### src/rtl/alpha_plane_unfilter_defines.svh
// Assertion macros for the alpha plane unfilter block.
// Each macro takes a label, an antecedent, a consequent and a message.
`ifndef ALPHA_PLANE_UNFILTER_DEFINES_SVH
`define ALPHA_PLANE_UNFILTER_DEFINES_SVH
`ifndef SYNTH
// same-cycle implication
`define APU_ASSERT_NOW(lbl, ante, cons, msg) \
	lbl: assert property (@(posedge clk) disable iff (!arst_n) (ante) |-> (cons)) \
		else $error(msg);
// next-cycle implication
`define APU_ASSERT_NEXT(lbl, ante, cons, msg) \
	lbl: assert property (@(posedge clk) disable iff (!arst_n) (ante) |=> (cons)) \
		else $error(msg);
`else
`define APU_ASSERT_NOW(lbl, ante, cons, msg)
`define APU_ASSERT_NEXT(lbl, ante, cons, msg)
`endif
`endif

### src/rtl/apu_pkg.sv
package apu_pkg;

	localparam int DATA_W      = 8;
	localparam int CNT_W       = 14;
	localparam int CFG_IDX_W   = 2;
	localparam int CFG_DATA_W  = 14;
	localparam int MODE_W      = 2;
	localparam int MAX_WIDTH_DEF = 16384;

	// filter modes
	localparam logic [MODE_W-1:0] MODE_NONE       = 2'd0;
	localparam logic [MODE_W-1:0] MODE_HORIZONTAL = 2'd1;
	localparam logic [MODE_W-1:0] MODE_VERTICAL   = 2'd2;
	localparam logic [MODE_W-1:0] MODE_GRADIENT   = 2'd3;

	// register indexes
	localparam logic [CFG_IDX_W-1:0] CFG_FILTER_MODE  = 2'd0;
	localparam logic [CFG_IDX_W-1:0] CFG_IMAGE_WIDTH  = 2'd1;
	localparam logic [CFG_IDX_W-1:0] CFG_IMAGE_HEIGHT = 2'd2;

	// position flags of one pixel, carried with it through the pipeline
	typedef struct packed {
		logic first_col;
		logic first_row;
		logic row_end;
		logic image_end;
		logic in_range;
	} apu_pix_t;

endpackage

### src/rtl/apu_recon.sv
module apu_recon (
	input  logic                         clk,
	input  logic                         arst_n,
	input  logic                         adv,
	input  logic [apu_pkg::MODE_W-1:0]   mode,
	input  apu_pkg::apu_pix_t            pix,
	input  logic [apu_pkg::DATA_W-1:0]   residual,
	input  logic [apu_pkg::DATA_W-1:0]   above,
	output logic [apu_pkg::DATA_W-1:0]   value
);

	logic [apu_pkg::DATA_W-1:0] left_q;
	logic [apu_pkg::DATA_W-1:0] upper_left_q;
	logic [apu_pkg::DATA_W+1:0] grad;
	logic [apu_pkg::DATA_W-1:0] grad_clamp;
	logic [apu_pkg::DATA_W-1:0] pred;

	// gradient: left + above - upper left, clamped to a byte
	always_comb begin
		grad = {2'b00, left_q} + {2'b00, above} - {2'b00, upper_left_q};
		if (grad[apu_pkg::DATA_W+1]) begin
			grad_clamp = '0;
		end else if (grad[apu_pkg::DATA_W]) begin
			grad_clamp = '1;
		end else begin
			grad_clamp = grad[apu_pkg::DATA_W-1:0];
		end
	end

	// predictor select; origin always predicts zero
	always_comb begin
		pred = '0;
		if (!(pix.first_col && pix.first_row)) begin
			case (mode)
				apu_pkg::MODE_HORIZONTAL: pred = pix.first_col ? above : left_q;
				apu_pkg::MODE_VERTICAL:   pred = pix.first_row ? left_q : above;
				apu_pkg::MODE_GRADIENT: begin
					if (pix.first_row) begin
						pred = left_q;
					end else if (pix.first_col) begin
						pred = above;
					end else begin
						pred = grad_clamp;
					end
				end
				default: pred = '0;
			endcase
		end
	end

	assign value = residual + pred;

	// neighbor registers follow the pixel that leaves the stage
	always_ff @(posedge clk or negedge arst_n) begin
		if (!arst_n) begin
			left_q       <= '0;
			upper_left_q <= '0;
		end else if (adv) begin
			left_q       <= value;
			upper_left_q <= above;
		end
	end

endmodule

### config.mk
export PLATFORM = sky130hd
export DESIGN_NAME = apu_recon
export DESIGN_NICKNAME = d
export VERILOG_FILES = /design/src/rtl/alpha_plane_unfilter_defines.svh /design/src/rtl/apu_pkg.sv /design/src/rtl/apu_recon.sv
export SDC_FILE = /design/constraint.sdc
export NUM_CORES = 1
export LEC_CHECK = 0
export BUFFER_PORTS_ARGS = -buffer_cell sky130_fd_sc_hd__buf_2
export CAP_MARGIN = 20
export CORE_MARGIN = 5
export CORE_UTILIZATION = 37
export DETAILED_ROUTE_END_ITERATION = 16
export PLACE_DENSITY = 0.62
export SETUP_SLACK_MARGIN = 0.1
export SYNTH_ARGS = -nofsm -noshare
export SYNTH_HDL_FRONTEND = slang
export SYNTH_SLANG_ARGS = --single-unit
### constraint.sdc
create_clock -name clk -period 10.9 [get_ports clk]
set_input_delay 1.635 -clock clk [delete_from_list [all_inputs] [get_ports clk]]
set_output_delay 1.635 -clock clk [all_outputs]
set_load 0.02 [all_outputs]
==> impl_metrics.json <==
{
  "worst-r2r-setup-slack_ps": 6200,
  "drv_slew": 0,
  "drt-total-wl_um": 4590,
  "hold_path_class": "reg2reg",
  "power.leakage_nw": 1.08,
  "layout-drive-gt1-share": 0.189,
  "setup_viol": 0,
  "max_slew_margin": 0.428,
  "crit_path_top_delay_cell": "fa_1",
  "fill_cells": 530,
  "clk_latency_ps": 260,
  "clock-sinks": 16,
  "die_y_um": 83.6,
  "fin_tns_setup_ps": 0,
  "path_depth": 19,
  "path_buf_inv": 5,
  "post-cts-setup-buffer-count": 0,
  "synth_cell_type_count": 50,
  "cap_viol_max_count": 0,
  "finalWorstSetupSlack_ps": 3460,
  "startpoint": "above[1]",
  "crit_chain": "buf_2 -> inv_1 -> fa_1 -> inv_1 -> ha_1 -> a211oi_1 -> o21ai_1 -> a22o_1 -> o21ai_1 -> a221o_1 -> a31o_1 -> inv_1 -> ha_1 -> a21oi_4 -> nor2_8 -> or4_1 -> o311ai_2 -> xnor2_1 -> buf_2",
  "ys_seq_area_frac": 0.200,
  "cp_top_family": "compound AO/OA/AOI/OAI gates",
  "placed_area_mm2": 0.00221,
  "die_w_um": 83.6,
  "vdd_drop_max_mv": 0.0671,
  "cp.arrival_ps": 5810,
  "drt_first_pass_iters": 4,
  "critPathCapture": "value[7]",
  "synth-edff-count": 0,
  "final_cells": 335,
  "root_buffer": "clkbuf_8",
  "cp-start-kind": "input port",
  "dieArea_mm2": 0.00699,
  "tritoncts": "done",
  "syn_avg_cell_area_um2": 8.46,
  "ys_top_cells_by_area": "dfrtp_1 (20%), ha_1 (10%), fa_1 (9.0%)",
  "critPathKind": "in2out",
  "min_period_over_period": 0.683,
  "grt_pass1_wl_um": 8600,
  "drtIter0Drc": 105,
  "cts_buffer_depth": 2,
  "pre_cts_ws_ps": 3440,
  "routabilityCongestion": 0.789,
  "drtAntennaViolNets": 0,
  "fmax_mhz": 134,
  "mappedNetlistNets": 288,
  "viasPerCell": 5.34,
  "yosys_warnings": 0,
  "grt_max_degree": 25,
  "cts_resized": 0,
  "yosys_most_used_dff": "dfrtp_1",
  "detailed_place_hpwl_um": 3820,
  "holdWs_ps": 520,
  "r2r-end": "left_q[7]",
  "path_clk_slew_ps": 70,
  "grt_overflow": 0,
  "fin_area_mm2": 0.00227,
  "num_vias": 1788,
  "final.setup_skew_ps": 3.56,
  "p_int_mw": 0.217,
  "io_pins": 34,
  "rsz0062_at_grt": "no",
  "synth-seq-cells": 16,
  "tightest_slew_ps": 858,
  "h-tree-depth": 1,
  "cts_made_buffers": 3,
  "drc_errors": 0,
  "min_period_ps": 7440,
  "netlist_instances": 237,
  "critPathMaxFanout": 8,
  "design.core.area_mm2": 0.00517,
  "initial_core_util": 0.388,
  "cpPeakStageDelay_ps": 590,
  "synth_top_area_frac": 0.200,
  "ys_async_sr_fraction": 1.00,
  "track_usage": 0.144,
  "fin_nets": 317,
  "pwr-share-seq": 0.191,
  "power.share.combinational": 0.674,
  "p_clk_frac": 0.135,
  "hold_start": "upper_left_q[0]",
  "synth_area_mm2": 0.00200,
  "r2r_start": "left_q[1]",
  "grt_pass1_vias": 1872,
  "powerDensity_mw_per_mm2": 181,
  "p_switching_mw": 0.194,
  "swShare": 0.471,
  "wl_per_cell_um": 13.7,
  "reg2reg_depth": 18,
  "antenna_found_initial": 0,
  "status": "complete, no violations",
  "area_delta_synth_final_pct": 13.0,
  "rows": 26,
  "n_antenna_cell": 0,
  "synth_top_area_cell": "dfrtp_1",
  "port_buffers": 30,
  "cp_common_cell": "inv_1",
  "hold_violations": 0,
  "required_ps": 9270,
  "worstSetupEndpointType": "primary output",
  "ctsHoldBuffers": 0,
  "dp.cells": 331
}
==> routing by layer <==
| layer | global-route usage | vias up | wire [um] |
|---|---|---|---|
| met4 | 0.0249 | 0 | 58 |
| met2 | 0.231 | 42 | 2060 |
| li1 | - | 895 | - |
| met5 | 0 | - | 0 |
| met1 | 0.203 | 842 | 2250 |
| met3 | 0.0286 | 9 | 218 |
==> placed cells by master (no fill, tap or decap), drive strengths merged, types with 3 or more instances in the layout <==
cell type  count
inv           40
buf           30
a21oi         22
o21ai         19
ha            16
dfrtp         16
nor2          14
nand2         11
fa             9
xnor2          8
mux2           8
a221oi         7
nand2b         5
o22ai          5
nor2b          5
mux2i          4
clkbuf         4
o211ai         3
nand3          3
a221o          3
==> cell families (layout without fill, tap and decap cells) <==
logic type,count (synthesis),in the layout,share of synthesized area
XOR/XNOR,10,10,0.0437
AO/OA/AOI/OAI,79,79,0.279
buffers and inverters,46,74,0.0905
AND/OR/NAND/NOR,49,49,0.132
adder cells (fa/ha/maj),25,25,0.190
flip-flops,16,16,0.200
multiplexers,12,12,0.0649
==> worst register-to-register path: stages (launching register included) <==
cell and delay (ps):
dfrtp_1 400, inv_1 110, fa_1 480, fa_1 480
nand2b_1 210, a211o_1 300, o221ai_4 130, o21ai_1 120
a221o_1 300, a31o_1 260, inv_1 70, ha_1 250
a21oi_4 230, nor2_8 60, or4_1 540, o311ai_2 160
o21bai_1 180, a31oi_1 100, a311oi_1 220
==> registers in the layout (all words and copies together), names as in the netlist <==
signal / count
upper_left_q: 8
left_q: 8
==> metrics by stage <==
| step | power [mW] | utilization |
|---|---|---|
| 2_1_floorplan | 0.299 | - |
| 3_3_place_gp | 0.354 | 0.427 |
| 3_5_place_dp | 0.358 | 0.427 |
| 4_1_cts | 0.416 | 0.438 |
| 5_1_grt | 0.458 | 0.438 |
| 6_report | 0.411 | 0.438 |
==> synth_stat cells, types with 2 or more instances <==
cell type,number
nor2_1,13
clkbuf_1,4
and3_1,2
a22oi_1,2
nor3b_1,2
ha_1,16
a21oi_1,20
nand2b_1,5
a21o_1,2
fa_1,9
mux2_2,8
a311oi_1,2
o21ai_1,11
nor2b_1,5
inv_1,39
a211oi_1,2
xor2_1,2
nand3_1,3
a221oi_1,7
dfrtp_1,16
mux2i_1,4
o21ai_0,8
nand2_1,11
o211ai_1,3
o311ai_2,2
a221o_1,3
o22ai_1,5
o21bai_1,2
xnor2_1,8
==> final cells by class <==
cell class | instances | area, um2 | area share
Clock buffer | 4 | 55.1 | 0.0243
Inverter | 40 | 150 | 0.0663
Multi-Input combinational cell | 175 | 1420 | 0.628
Sequential cell | 16 | 400 | 0.177
Tap cell | 70 | 87.6 | 0.0387
Timing Repair Buffer | 30 | 150 | 0.0663
==> power groups by stage <==
stage	Combinational, mW	Sequential, mW	Clock [mW]
6_report	0.277	0.0785	0.0553
4_1_cts	0.280	0.0785	0.0571
2_1_floorplan	0.221	0.0771	0
3_3_place_gp	0.275	0.0790	0
5_1_grt	0.319	0.0800	0.0587
3_5_place_dp	0.279	0.0798	0
==> how the worst min path moves through the flow <==
stage / to / slack (ps) / cells after the start
floorplan: upper_left_q[0] / 480 / 1
global placement: upper_left_q[0] / 500 / 1
detailed placement: upper_left_q[0] / 510 / 1
CTS: upper_left_q[0] / 520 / 1
global route: upper_left_q[0] / 540 / 1
finish: upper_left_q[0] / 520 / 1
(Power assumes the default switching activity.)
